### src/mssd_pkg.sv
// ---------------------------------------------------------------------------
// Motion step and shake detector package
// Shared types, codes and constants for the detector core and its parts.
// ---------------------------------------------------------------------------
package mssd_pkg;

    // Operation codes as they arrive on the input stream.
    localparam logic [1:0] OP_SAMPLE     = 2'd0;
    localparam logic [1:0] OP_TAKE_STEPS = 2'd1;
    localparam logic [1:0] OP_TAKE_SHAKE = 2'd2;

    // Item kinds after classification by the front end.
    localparam logic [1:0] KIND_SAMPLE     = 2'd0;
    localparam logic [1:0] KIND_TAKE_STEPS = 2'd1;
    localparam logic [1:0] KIND_TAKE_SHAKE = 2'd2;
    localparam logic [1:0] KIND_NONE       = 2'd3;

    // Configuration register indexes.
    localparam logic [3:0] REG_MIN_INTERVAL = 4'd0;
    localparam logic [3:0] REG_BOOT_QUIET   = 4'd1;
    localparam logic [3:0] REG_SHAKE_ACCEL  = 4'd2;
    localparam logic [3:0] REG_SHAKE_GYRO   = 4'd3;

    // Timing constants in milliseconds, then the step bank and peak run count limits.
    localparam logic [15:0] MIN_INTERVAL_FLOOR = 16'd25;
    localparam logic [31:0] GAP_MIN_MS         = 32'd280;
    localparam logic [31:0] GAP_MAX_MS         = 32'd1400;
    localparam logic [31:0] SHAKE_LOCK_MS      = 32'd280;
    localparam logic [16:0] BANK_LIMIT         = 17'd60000;
    localparam logic [7:0]  CADENCE_MAX        = 8'd255;

    // Thresholds in Q4.28 g (Q4.12 values shifted up by 16).
    localparam logic [31:0] TH_EMPTY   = 32'd41 << 16;
    localparam logic [32:0] TH_CALM    = 33'd328 << 16;
    localparam logic [32:0] TH_RELEASE = 33'd102 << 16;
    localparam logic [32:0] TH_PEAK    = 33'd348 << 16;

    // Smoothing weights in Q0.16.
    localparam logic [12:0] W_FAST = 13'd7864;
    localparam logic [12:0] W_SLOW = 13'd1638;

    // Reset values of the configuration registers.
    localparam logic [15:0] RST_MIN_INTERVAL = 16'd25;
    localparam logic [31:0] RST_BOOT_QUIET   = 32'd400;
    localparam logic [15:0] RST_SHAKE_ACCEL  = 16'd5939;
    localparam logic [13:0] RST_SHAKE_GYRO   = 14'd1280;

    // One classified input item.
    typedef struct packed {
        logic [1:0]  kind;
        logic [31:0] time_ms;
        logic        accel_valid;
        logic [15:0] accel_mag;
        logic        gyro_valid;
        logic [13:0] gyro_mag;
    } item_t;

    // Configuration register set.
    typedef struct packed {
        logic [15:0] min_interval_ms;
        logic [31:0] boot_quiet_until_ms;
        logic [15:0] shake_accel_level;
        logic [13:0] shake_gyro_level;
    } cfg_t;

    // Queue status seen by both ends.
    typedef struct packed {
        logic full;
        logic empty;
    } q_status_t;

    // A deadline is active while it lies less than half the time range ahead.
    function automatic logic deadline_active(input logic [31:0] now,
                                             input logic [31:0] deadline);
        logic [31:0] d;
        begin
            d = deadline - now;
            deadline_active = (d != 32'd0) && !d[31];
        end
    endfunction

endpackage

### src/mssd_front.sv
// ---------------------------------------------------------------------------
// Motion step and shake detector front end
// Accepts input transactions, classifies the operation and hands the item
// to the queue.
// ---------------------------------------------------------------------------
module mssd_front
    import mssd_pkg::*;
(
    input  logic        clk,
    input  logic        rst_n,
    input  logic        s_axis_tvalid,
    output logic        s_axis_tready,
    input  logic [63:0] s_axis_tdata,
    input  logic [1:0]  s_axis_tuser,
    input  q_status_t   q_status,
    output logic        push,
    output item_t       push_item
);

    logic  hold_valid_reg;
    item_t hold_item_reg;
    item_t in_item;
    logic  accept;

    // Unpack the stream payload and classify the operation.
    always_comb
    begin
        in_item.time_ms     = s_axis_tdata[31:0];
        in_item.accel_valid = s_axis_tdata[32];
        in_item.accel_mag   = s_axis_tdata[48:33];
        in_item.gyro_valid  = s_axis_tdata[49];
        in_item.gyro_mag    = s_axis_tdata[63:50];
        case (s_axis_tuser)
            OP_SAMPLE:     in_item.kind = KIND_SAMPLE;
            OP_TAKE_STEPS: in_item.kind = KIND_TAKE_STEPS;
            OP_TAKE_SHAKE: in_item.kind = KIND_TAKE_SHAKE;
            default:       in_item.kind = KIND_NONE;
        endcase
    end

    // The holding register drains into the queue whenever there is room.
    assign push          = hold_valid_reg && !q_status.full;
    assign s_axis_tready = !hold_valid_reg || !q_status.full;
    assign accept        = s_axis_tvalid && s_axis_tready;
    assign push_item     = hold_item_reg;

    always_ff @(posedge clk or negedge rst_n)
    begin
        if (!rst_n)
        begin
            hold_valid_reg <= 1'b0;
        end
        else if (accept)
        begin
            hold_valid_reg <= 1'b1;
        end
        else if (push)
        begin
            hold_valid_reg <= 1'b0;
        end
    end

    // Payload needs no reset.
    always_ff @(posedge clk)
    begin
        if (accept)
        begin
            hold_item_reg <= in_item;
        end
    end

endmodule

### src/mssd_queue.sv
// ---------------------------------------------------------------------------
// Motion step and shake detector item queue
// Short first-in first-out queue between the front end and the back end.
// ---------------------------------------------------------------------------
module mssd_queue
    import mssd_pkg::*;
#(
    parameter int DEPTH = 4
)
(
    input  logic      clk,
    input  logic      rst_n,
    input  logic      push,
    input  item_t     push_item,
    input  logic      pop,
    output item_t     head_item,
    output q_status_t q_status
);

    localparam int PTR_W = (DEPTH > 1) ? $clog2(DEPTH) : 1;
    localparam int CNT_W = $clog2(DEPTH + 1);
    localparam logic [PTR_W-1:0] LAST_PTR = PTR_W'(DEPTH - 1);
    localparam logic [CNT_W-1:0] FULL_CNT = CNT_W'(DEPTH);

    item_t            entry_reg [DEPTH];
    logic [PTR_W-1:0] wr_ptr_reg;
    logic [PTR_W-1:0] wr_ptr_next;
    logic [PTR_W-1:0] rd_ptr_reg;
    logic [PTR_W-1:0] rd_ptr_next;
    logic [CNT_W-1:0] count_reg;
    logic [CNT_W-1:0] count_next;
    logic             do_push;
    logic             do_pop;

    assign q_status.full  = (count_reg == FULL_CNT);
    assign q_status.empty = (count_reg == '0);
    assign do_push        = push && !q_status.full;
    assign do_pop         = pop && !q_status.empty;
    assign head_item      = entry_reg[rd_ptr_reg];

    // Pointer and fill count update.
    always_comb
    begin
        wr_ptr_next = wr_ptr_reg;
        rd_ptr_next = rd_ptr_reg;
        count_next  = count_reg;
        if (do_push)
        begin
            wr_ptr_next = (wr_ptr_reg == LAST_PTR) ? '0 : wr_ptr_reg + 1'b1;
        end
        if (do_pop)
        begin
            rd_ptr_next = (rd_ptr_reg == LAST_PTR) ? '0 : rd_ptr_reg + 1'b1;
        end
        if (do_push && !do_pop)
        begin
            count_next = count_reg + 1'b1;
        end
        else if (do_pop && !do_push)
        begin
            count_next = count_reg - 1'b1;
        end
    end

    always_ff @(posedge clk or negedge rst_n)
    begin
        if (!rst_n)
        begin
            wr_ptr_reg <= '0;
            rd_ptr_reg <= '0;
            count_reg  <= '0;
        end
        else
        begin
            wr_ptr_reg <= wr_ptr_next;
            rd_ptr_reg <= rd_ptr_next;
            count_reg  <= count_next;
        end
    end

    // Entry storage.
    always_ff @(posedge clk)
    begin
        if (do_push)
        begin
            entry_reg[wr_ptr_reg] <= push_item;
        end
    end

endmodule

### src/mssd_back.sv
// ---------------------------------------------------------------------------
// Motion step and shake detector back end
// Carries out queued items: interval check, gravity baseline, peak and
// cadence tracking, step bank, shake flag, and the output register.
// ---------------------------------------------------------------------------
module mssd_back
    import mssd_pkg::*;
(
    input  logic        clk,
    input  logic        rst_n,
    input  cfg_t        cfg,
    input  q_status_t   q_status,
    input  item_t       head_item,
    output logic        pop,
    output logic        m_axis_tvalid,
    input  logic        m_axis_tready,
    output logic [55:0] m_axis_tdata
);

    localparam logic [2:0] ST_IDLE = 3'd0;
    localparam logic [2:0] ST_EVAL = 3'd1;
    localparam logic [2:0] ST_MUL  = 3'd2;
    localparam logic [2:0] ST_UPD  = 3'd3;
    localparam logic [2:0] ST_DONE = 3'd4;

    logic [2:0]  state_reg;
    logic [2:0]  state_next;
    item_t       item_reg;

    // Detector state.
    logic [31:0] last_sample_time_reg;
    logic [31:0] last_sample_time_next;
    logic [31:0] gravity_baseline_reg;
    logic [31:0] gravity_baseline_next;
    logic        peak_active_reg;
    logic        peak_active_next;
    logic [31:0] last_peak_time_reg;
    logic [31:0] last_peak_time_next;
    logic [7:0]  cadence_count_reg;
    logic [7:0]  cadence_count_next;
    logic [15:0] step_bank_reg;
    logic [15:0] step_bank_next;
    logic [31:0] step_sum_reg;
    logic [31:0] step_sum_next;
    logic        shake_pending_reg;
    logic        shake_pending_next;
    logic [31:0] shake_lock_until_reg;
    logic [31:0] shake_lock_until_next;
    logic [15:0] held_accel_mag_reg;
    logic [15:0] held_accel_mag_next;
    logic [13:0] held_gyro_mag_reg;
    logic [13:0] held_gyro_mag_next;

    // Per-item working registers.
    logic signed [32:0] signal_reg;
    logic signed [32:0] signal_next;
    logic [12:0]        weight_reg;
    logic [12:0]        weight_next;
    logic signed [46:0] prod_reg;
    logic signed [46:0] prod_next;
    logic               quiet_reg;
    logic               quiet_next;
    logic               accepted_reg;
    logic               accepted_next;
    logic [15:0]        taken_reg;
    logic [15:0]        taken_next;
    logic               shake_reg;
    logic               shake_next;

    // Output register.
    logic        out_valid_reg;
    logic        out_valid_next;
    logic [55:0] out_data_reg;
    logic [55:0] out_data_next;

    // Helper terms.
    logic               out_free;
    logic [15:0]        interval;
    logic               interval_ok;
    logic [32:0]        mag28;
    logic [32:0]        motion;
    logic               hot;
    logic signed [46:0] prod_bias;
    logic signed [30:0] quotient;
    logic [31:0]        gap;
    logic [16:0]        bank_sum;
    logic [1:0]         add_n;

    assign out_free      = !out_valid_reg || m_axis_tready;
    assign m_axis_tvalid = out_valid_reg;
    assign m_axis_tdata  = out_data_reg;

    // Interval check against the floored minimum spacing.
    assign interval    = (cfg.min_interval_ms < MIN_INTERVAL_FLOOR) ?
                         MIN_INTERVAL_FLOOR : cfg.min_interval_ms;
    assign interval_ok = (last_sample_time_reg == 32'd0) ||
                         ((item_reg.time_ms - last_sample_time_reg) >= {16'd0, interval});

    // Deviation of the sample from the baseline, in Q4.28.
    assign mag28  = {1'b0, item_reg.accel_mag, 16'd0};
    assign motion = signal_next[32] ? 33'(-signal_next) : 33'(signal_next);

    // Baseline step, truncated toward zero.
    assign prod_bias = prod_reg[46] ? (prod_reg + 47'sd65535) : prod_reg;
    assign quotient  = 31'(prod_bias >>> 16);

    assign gap = item_reg.time_ms - last_peak_time_reg;

    always_comb
    begin
        state_next            = state_reg;
        pop                   = 1'b0;
        last_sample_time_next = last_sample_time_reg;
        gravity_baseline_next = gravity_baseline_reg;
        peak_active_next      = peak_active_reg;
        last_peak_time_next   = last_peak_time_reg;
        cadence_count_next    = cadence_count_reg;
        step_bank_next        = step_bank_reg;
        step_sum_next         = step_sum_reg;
        shake_pending_next    = shake_pending_reg;
        shake_lock_until_next = shake_lock_until_reg;
        held_accel_mag_next   = held_accel_mag_reg;
        held_gyro_mag_next    = held_gyro_mag_reg;
        signal_next           = 33'(mag28) - $signed({1'b0, gravity_baseline_reg});
        weight_next           = weight_reg;
        prod_next             = $signed(signal_reg) * $signed({1'b0, weight_reg});
        quiet_next            = quiet_reg;
        accepted_next         = accepted_reg;
        taken_next            = taken_reg;
        shake_next            = shake_reg;
        out_valid_next        = out_valid_reg && !m_axis_tready;
        out_data_next         = out_data_reg;
        hot                   = 1'b0;
        add_n                 = 2'd0;
        bank_sum              = 17'd0;

        case (state_reg)
            ST_IDLE:
            begin
                if (!q_status.empty)
                begin
                    pop        = 1'b1;
                    state_next = ST_EVAL;
                end
            end

            // Interval check, held readings, shake flag and take requests.
            ST_EVAL:
            begin
                accepted_next = 1'b0;
                taken_next    = 16'd0;
                shake_next    = 1'b0;
                quiet_next    = deadline_active(item_reg.time_ms, cfg.boot_quiet_until_ms);
                state_next    = ST_DONE;
                weight_next   = (motion < TH_CALM) ? W_FAST : W_SLOW;
                case (item_reg.kind)
                    KIND_SAMPLE:
                    begin
                        if (interval_ok)
                        begin
                            accepted_next         = 1'b1;
                            last_sample_time_next = (item_reg.time_ms != 32'd0) ?
                                                    item_reg.time_ms : 32'd1;
                            if (item_reg.accel_valid)
                            begin
                                held_accel_mag_next = item_reg.accel_mag;
                                if (gravity_baseline_reg <= TH_EMPTY)
                                begin
                                    gravity_baseline_next = mag28[31:0];
                                end
                                else
                                begin
                                    state_next = ST_MUL;
                                end
                            end
                            if (item_reg.gyro_valid)
                            begin
                                held_gyro_mag_next = item_reg.gyro_mag;
                            end
                            hot = (held_accel_mag_next >= cfg.shake_accel_level) ||
                                  (held_gyro_mag_next >= cfg.shake_gyro_level);
                            if (!quiet_next && hot &&
                                !deadline_active(item_reg.time_ms, shake_lock_until_reg))
                            begin
                                shake_pending_next    = 1'b1;
                                shake_lock_until_next = item_reg.time_ms + SHAKE_LOCK_MS;
                            end
                        end
                    end
                    KIND_TAKE_STEPS:
                    begin
                        taken_next     = step_bank_reg;
                        step_bank_next = 16'd0;
                    end
                    KIND_TAKE_SHAKE:
                    begin
                        shake_next         = shake_pending_reg;
                        shake_pending_next = 1'b0;
                    end
                    default:
                    begin
                    end
                endcase
            end

            // Weighted deviation for the baseline filter.
            ST_MUL:
            begin
                state_next = ST_UPD;
            end

            // Baseline update, then peak and cadence tracking and the step bank and total.
            ST_UPD:
            begin
                gravity_baseline_next = gravity_baseline_reg +
                                        {{1{quotient[30]}}, 31'(quotient)};
                state_next = ST_DONE;
                if (!quiet_reg)
                begin
                    if (peak_active_reg)
                    begin
                        if (signal_reg <= $signed(TH_RELEASE))
                        begin
                            peak_active_next = 1'b0;
                        end
                    end
                    else if (signal_reg >= $signed(TH_PEAK))
                    begin
                        peak_active_next = 1'b1;
                        if (last_peak_time_reg == 32'd0 || gap > GAP_MAX_MS)
                        begin
                            last_peak_time_next = item_reg.time_ms;
                            cadence_count_next  = 8'd1;
                        end
                        else if (gap >= GAP_MIN_MS)
                        begin
                            last_peak_time_next = item_reg.time_ms;
                            if (cadence_count_reg == 8'd1)
                            begin
                                add_n              = 2'd2;
                                cadence_count_next = 8'd2;
                            end
                            else
                            begin
                                add_n = 2'd1;
                                if (cadence_count_reg < CADENCE_MAX)
                                begin
                                    cadence_count_next = cadence_count_reg + 8'd1;
                                end
                            end
                        end
                    end
                end
                bank_sum       = {1'b0, step_bank_reg} + {15'd0, add_n};
                step_bank_next = (bank_sum > BANK_LIMIT) ? BANK_LIMIT[15:0] : bank_sum[15:0];
                step_sum_next  = step_sum_reg + {30'd0, add_n};
            end

            // Hand the result to the output register once it is free and start the next item if one is queued.
            ST_DONE:
            begin
                if (out_free)
                begin
                    out_valid_next = 1'b1;
                    out_data_next  = {6'd0, step_sum_reg, shake_reg, taken_reg,
                                      accepted_reg};
                    if (!q_status.empty)
                    begin
                        pop        = 1'b1;
                        state_next = ST_EVAL;
                    end
                    else
                    begin
                        state_next = ST_IDLE;
                    end
                end
            end

            default:
            begin
                state_next = ST_IDLE;
            end
        endcase
    end

    // Control and detector state.
    always_ff @(posedge clk or negedge rst_n)
    begin
        if (!rst_n)
        begin
            state_reg            <= ST_IDLE;
            last_sample_time_reg <= 32'd0;
            gravity_baseline_reg <= 32'd0;
            peak_active_reg      <= 1'b0;
            last_peak_time_reg   <= 32'd0;
            cadence_count_reg    <= 8'd0;
            step_bank_reg        <= 16'd0;
            step_sum_reg         <= 32'd0;
            shake_pending_reg    <= 1'b0;
            shake_lock_until_reg <= 32'd0;
            held_accel_mag_reg   <= 16'd0;
            held_gyro_mag_reg    <= 14'd0;
            out_valid_reg        <= 1'b0;
        end
        else
        begin
            state_reg            <= state_next;
            last_sample_time_reg <= last_sample_time_next;
            gravity_baseline_reg <= gravity_baseline_next;
            peak_active_reg      <= peak_active_next;
            last_peak_time_reg   <= last_peak_time_next;
            cadence_count_reg    <= cadence_count_next;
            step_bank_reg        <= step_bank_next;
            step_sum_reg         <= step_sum_next;
            shake_pending_reg    <= shake_pending_next;
            shake_lock_until_reg <= shake_lock_until_next;
            held_accel_mag_reg   <= held_accel_mag_next;
            held_gyro_mag_reg    <= held_gyro_mag_next;
            out_valid_reg        <= out_valid_next;
        end
    end

    // Working payload registers.
    always_ff @(posedge clk)
    begin
        if (pop)
        begin
            item_reg <= head_item;
        end
        if (state_reg == ST_EVAL)
        begin
            signal_reg <= signal_next;
        end
        weight_reg   <= weight_next;
        prod_reg     <= prod_next;
        quiet_reg    <= quiet_next;
        accepted_reg <= accepted_next;
        taken_reg    <= taken_next;
        shake_reg    <= shake_next;
        out_data_reg <= out_data_next;
    end

endmodule

### src/motion_step_and_shake_detector_core.sv
// ---------------------------------------------------------------------------
// Motion step and shake detector core
// Each item passes the front end holding register and the queue, then the
// back end sequencer's evaluate and done states; a motion sample that
// reaches the baseline filter also passes its multiply and update states.
// The back end starts the next item only once the last result is in the output
// register, and waits while the output register holds a result not yet taken.
// Reset: asynchronous and active low; control state, detector state and
// configuration return to their defaults at once, with no clearing pass.
// ---------------------------------------------------------------------------
module motion_step_and_shake_detector_core
    import mssd_pkg::*;
#(
    parameter int QUEUE_DEPTH = 4
)
(
    input  logic        clk,
    input  logic        rst_n,
    // Input stream.
    input  logic        s_axis_tvalid,
    output logic        s_axis_tready,
    // tdata: time_ms[31:0], accel_valid[32], accel_mag[48:33],
    //        gyro_valid[49], gyro_mag[63:50]
    input  logic [63:0] s_axis_tdata,
    // tuser: operation[1:0]
    input  logic [1:0]  s_axis_tuser,
    // Result stream.
    output logic        m_axis_tvalid,
    input  logic        m_axis_tready,
    // tdata: sample_accepted[0], steps_taken[16:1], shake_event[17],
    //        step_total[49:18], zero fill[55:50]
    output logic [55:0] m_axis_tdata,
    // Configuration write channel.
    input  logic        cfg_valid,
    output logic        cfg_ready,
    input  logic [3:0]  cfg_index,
    input  logic [31:0] cfg_data
);

    cfg_t      cfg_reg;
    q_status_t q_status;
    logic      push;
    item_t     push_item;
    logic      pop;
    item_t     head_item;

    // Configuration registers; writes to unknown indexes are dropped.
    assign cfg_ready = 1'b1;

    always_ff @(posedge clk or negedge rst_n)
    begin
        if (!rst_n)
        begin
            cfg_reg.min_interval_ms     <= RST_MIN_INTERVAL;
            cfg_reg.boot_quiet_until_ms <= RST_BOOT_QUIET;
            cfg_reg.shake_accel_level   <= RST_SHAKE_ACCEL;
            cfg_reg.shake_gyro_level    <= RST_SHAKE_GYRO;
        end
        else if (cfg_valid && cfg_ready)
        begin
            case (cfg_index)
                REG_MIN_INTERVAL: cfg_reg.min_interval_ms     <= cfg_data[15:0];
                REG_BOOT_QUIET:   cfg_reg.boot_quiet_until_ms <= cfg_data;
                REG_SHAKE_ACCEL:  cfg_reg.shake_accel_level   <= cfg_data[15:0];
                REG_SHAKE_GYRO:   cfg_reg.shake_gyro_level    <= cfg_data[13:0];
                default:
                begin
                end
            endcase
        end
    end

    // Front end: accept and classify.
    mssd_front u_front (
        .clk           (clk),
        .rst_n         (rst_n),
        .s_axis_tvalid (s_axis_tvalid),
        .s_axis_tready (s_axis_tready),
        .s_axis_tdata  (s_axis_tdata),
        .s_axis_tuser  (s_axis_tuser),
        .q_status      (q_status),
        .push          (push),
        .push_item     (push_item)
    );

    // Queue between the two halves.
    mssd_queue #(
        .DEPTH (QUEUE_DEPTH)
    ) u_queue (
        .clk       (clk),
        .rst_n     (rst_n),
        .push      (push),
        .push_item (push_item),
        .pop       (pop),
        .head_item (head_item),
        .q_status  (q_status)
    );

    // Back end: execute and deliver results.
    mssd_back u_back (
        .clk           (clk),
        .rst_n         (rst_n),
        .cfg           (cfg_reg),
        .q_status      (q_status),
        .head_item     (head_item),
        .pop           (pop),
        .m_axis_tvalid (m_axis_tvalid),
        .m_axis_tready (m_axis_tready),
        .m_axis_tdata  (m_axis_tdata)
    );

endmodule
### config.mk
export PLATFORM = sky130hd
export DESIGN_NAME = motion_step_and_shake_detector_core
export DESIGN_NICKNAME = d
export VERILOG_FILES = /design/src/mssd_pkg.sv /design/src/mssd_front.sv /design/src/mssd_queue.sv /design/src/mssd_back.sv /design/src/motion_step_and_shake_detector_core.sv
export SDC_FILE = /design/constraint.sdc
export NUM_CORES = 2
export LEC_CHECK = 0
export BUFFER_PORTS_ARGS = -buffer_cell sky130_fd_sc_hd__buf_2
export CAP_MARGIN = 5
export CORE_MARGIN = 8
export CORE_UTILIZATION = 46
export DETAILED_ROUTE_END_ITERATION = 6
export GPL_TIMING_DRIVEN = 1
export HOLD_SLACK_MARGIN = 0.12
export PLACE_DENSITY = 0.6
export SYNTH_ARGS = -nofsm -noshare
export SYNTH_HDL_FRONTEND = slang
export SYNTH_HIERARCHICAL = 1
export SYNTH_SLANG_ARGS = --single-unit
### constraint.sdc
create_clock -name clk -period 41.5 [get_ports clk]
set_clock_uncertainty 0.05 [all_clocks]
set_input_delay 6.225 -clock clk [delete_from_list [all_inputs] [get_ports clk]]
set_output_delay 6.225 -clock clk [all_outputs]
set_load 0.05 [all_outputs]
==> qor.txt <==
RSZ-0062 raised after global routing -> false
total CTS buffers -> 91
Port Buffer Count -> 158
nets@finish -> 5783
Worst Max-Slew Pin Slew -> 1.13 ns
Synth Flop Type -> edfxtp_1
antenna violations before repair -> 0
HP Start -> u_back/taken_reg[2]
synthesized area -> 0.0554 mm2
max incr delay on CP -> 0.47 ns
clk sinks -> 852
Crit. End Element -> output pin
initial DRC count -> 2470
global-route wire length before repair -> 209000 um
Slew Limit Fails -> 0
GR Overflow Total -> 0
Inst Count DP -> 6452
layout cells sized above 1 -> 13.5%
final setup violation count -> 0
register bit total from synthesis -> 852
critical path type -> flip-flop to output pin
Synth Area per Inst -> 11.6 um2
most frequent cells in the layout -> inv_1 (539), edfxtp_1 (500), ha_1 (434)
Cells after Synth -> 4757
DRC -> 0
Synth warnings -> 6
Synth cell types -> 122
Core Region -> 0.120 mm2
Worst Path Arrival -> 1.95 ns
wire per inst -> 19.6 um
RePlAce Congestion -> 0.895
height of the die -> 363 um
crit-path max FO -> 5
HPWL Detailed -> 98700 um
CTS Hold Bufs -> 0
post-CTS repair timing setup buffer count -> 0
pre-CTS WS -> 32.59 ns
Critical Path Start Type -> flip-flop
Clock Path Buffers -> 3
crit path cell chain -> nor3b_2, nand2_1, buf_2
R2R Path Start -> u_back/weight_reg[11]
Hold Path Class -> flip-flop to flip-flop
number of I/O pins -> 166
Post-Layout Cell Count -> 6622
endpoints failing hold -> 0
Max stage delay cell, worst path -> dfrtp_1
Final Cycle Share -> 19.8%
register area share after synthesis -> 42.7%
Layout area overhead -> 9.87%
number of global-route vias before repair -> 36900
PostCTS Resize Cnt -> 0
Max Cap Viol -> 0
Initial Utilization -> 46.3%
cell taking the most area after synthesis -> edfxtp_1
FMAX -> 0.122 GHz
top-area cell type share of the netlist area -> 27.1%
largest net degree at the start of global routing -> 92
crit path launch -> u_queue/count_reg[0]
Routed WL -> 130000 um
die area -> 0.132 mm2
ys async rst share -> 35.9%
commonest non-fill, non-tap cell in the layout -> inv_1
Rel. slew slack -> 22.9%
EDFF count, synth -> 500
vias per inst -> 5.45
Final WS setup -> 33.27 ns
DR vias -> 36100
GRT Resource Usage Total -> 19.8%
status -> finished, final reports clean
antenna-violating nets left -> 0
root buffer cell -> clkbuf_16
Area contributors post-synth -> edfxtp_1 (27%), dfrtp_1 (13%), fa_1 (11%)
first drt pass iteration count -> 6
H-tree lvl count -> 3
setup total negative slack -> 0 ns
clock-pin slew on the worst setup and hold paths -> 0.06 ns
Required @ worst endpoint -> 35.22 ns
Core Rows -> 127
CTS tree -> yes
Clock Latency Late Sink -> 0.68 ns
Final min period -> 8.23 ns
Die Wd -> 363 um
max FFs per register -> 264
critical path: cells and delay by family (launching register included):
| family | cells | cell delay [ns] |
|---|---|---|
| buffers and inverters | 1 | 0.23 |
| and+or+nand+nor | 2 | 0.58 |
| DFF | 1 | 0.47 |
logic make-up (layout without fill, tap and decap cells):
logic type | after synthesis | in the layout | synth area share [%]
flip-flops | 852 | 852 | 42.7
AND/OR/NAND/NOR | 1147 | 1147 | 10.6
XOR/XNOR | 263 | 263 | 4.16
other | 2 | 8 | 0.0136
buffers and inverters | 660 | 907 | 4.97
multiplexers | 262 | 262 | 6.65
AO/OA/AOI/OAI | 827 | 827 | 9.92
adder cells (fa/ha/maj) | 744 | 744 | 21.0
final cells by class:
type                    instances  area, um2
diodes                          1       2.50
clock buffers                 113       2440
clock inverters                56        548
fillers                     10600      58800
inverters                     539       2020
multi-input cells            3250      29100
flip-flops and latches        852      23600
well taps                    1612       2020
repair buffers                199       1110
final timing paths:
kind	to	slack (ns)	depth (start not counted)
max reg2reg	u_back/prod_reg[46]	33.41	28
min	u_back/m_axis_tdata[3]	0.37	0
min in group asynchronous	u_back/step_sum_reg[10]	5.47	1
max	s_axis_tready	33.27	3
max in group asynchronous	cfg_reg[28]	33.79	3
min reg2reg	u_back/m_axis_tdata[3]	0.37	0
synthesized netlist by cell type, types with 9 or more instances:
master	instances
edfxtp_1	500
buf_4	17
fa_1	309
nor4_1	67
dfstp_2	16
dfxtp_1	46
buf_6	12
o2111ai_1	12
xnor2_1	188
nand4_1	68
inv_1	539
and4_1	9
o22ai_1	9
mux4_2	66
xor2_1	75
a21boi_0	9
nand2_1	260
nor3_1	91
buf_1	11
nor3b_1	13
nand3_1	94
clkbuf_1	64
a41oi_1	12
nand2b_1	41
and2_1	99
a211oi_1	33
a21o_1	72
and3_1	41
o21ai_0	210
nor2_1	235
ha_1	434
o211ai_1	32
mux2_2	172
o21bai_1	33
or3_1	25
or2_2	13
dfrtp_1	290
a21oi_1	192
a31oi_1	32
nor2b_1	42
o31ai_1	18
mux2i_1	19
or4_1	9
o21a_1	31
layer usage:
layer  GRT usage [%]  part of all wire [%]
met4            5.41                   2.5
met1            27.6                    46
met3            2.30                   3.7
met2            32.7                    47
met5               0                     0
per-stage QoR:
step | cell area [um2] | hold WS, ns | utilization, %
global route | 60800 | 0.376 | 50.8
finish | 60800 | 0.366 | 50.8
CTS | 60800 | 0.369 | 50.8
global placement | 57800 | 0.354 | 48.3
floorplan | 55400 | 0.350 | -
detailed placement | 57800 | 0.355 | 48.3
Power is left out: the tool's default activity adds up to more than one toggle a clock period on the data nets, which glitch-free logic cannot reach.
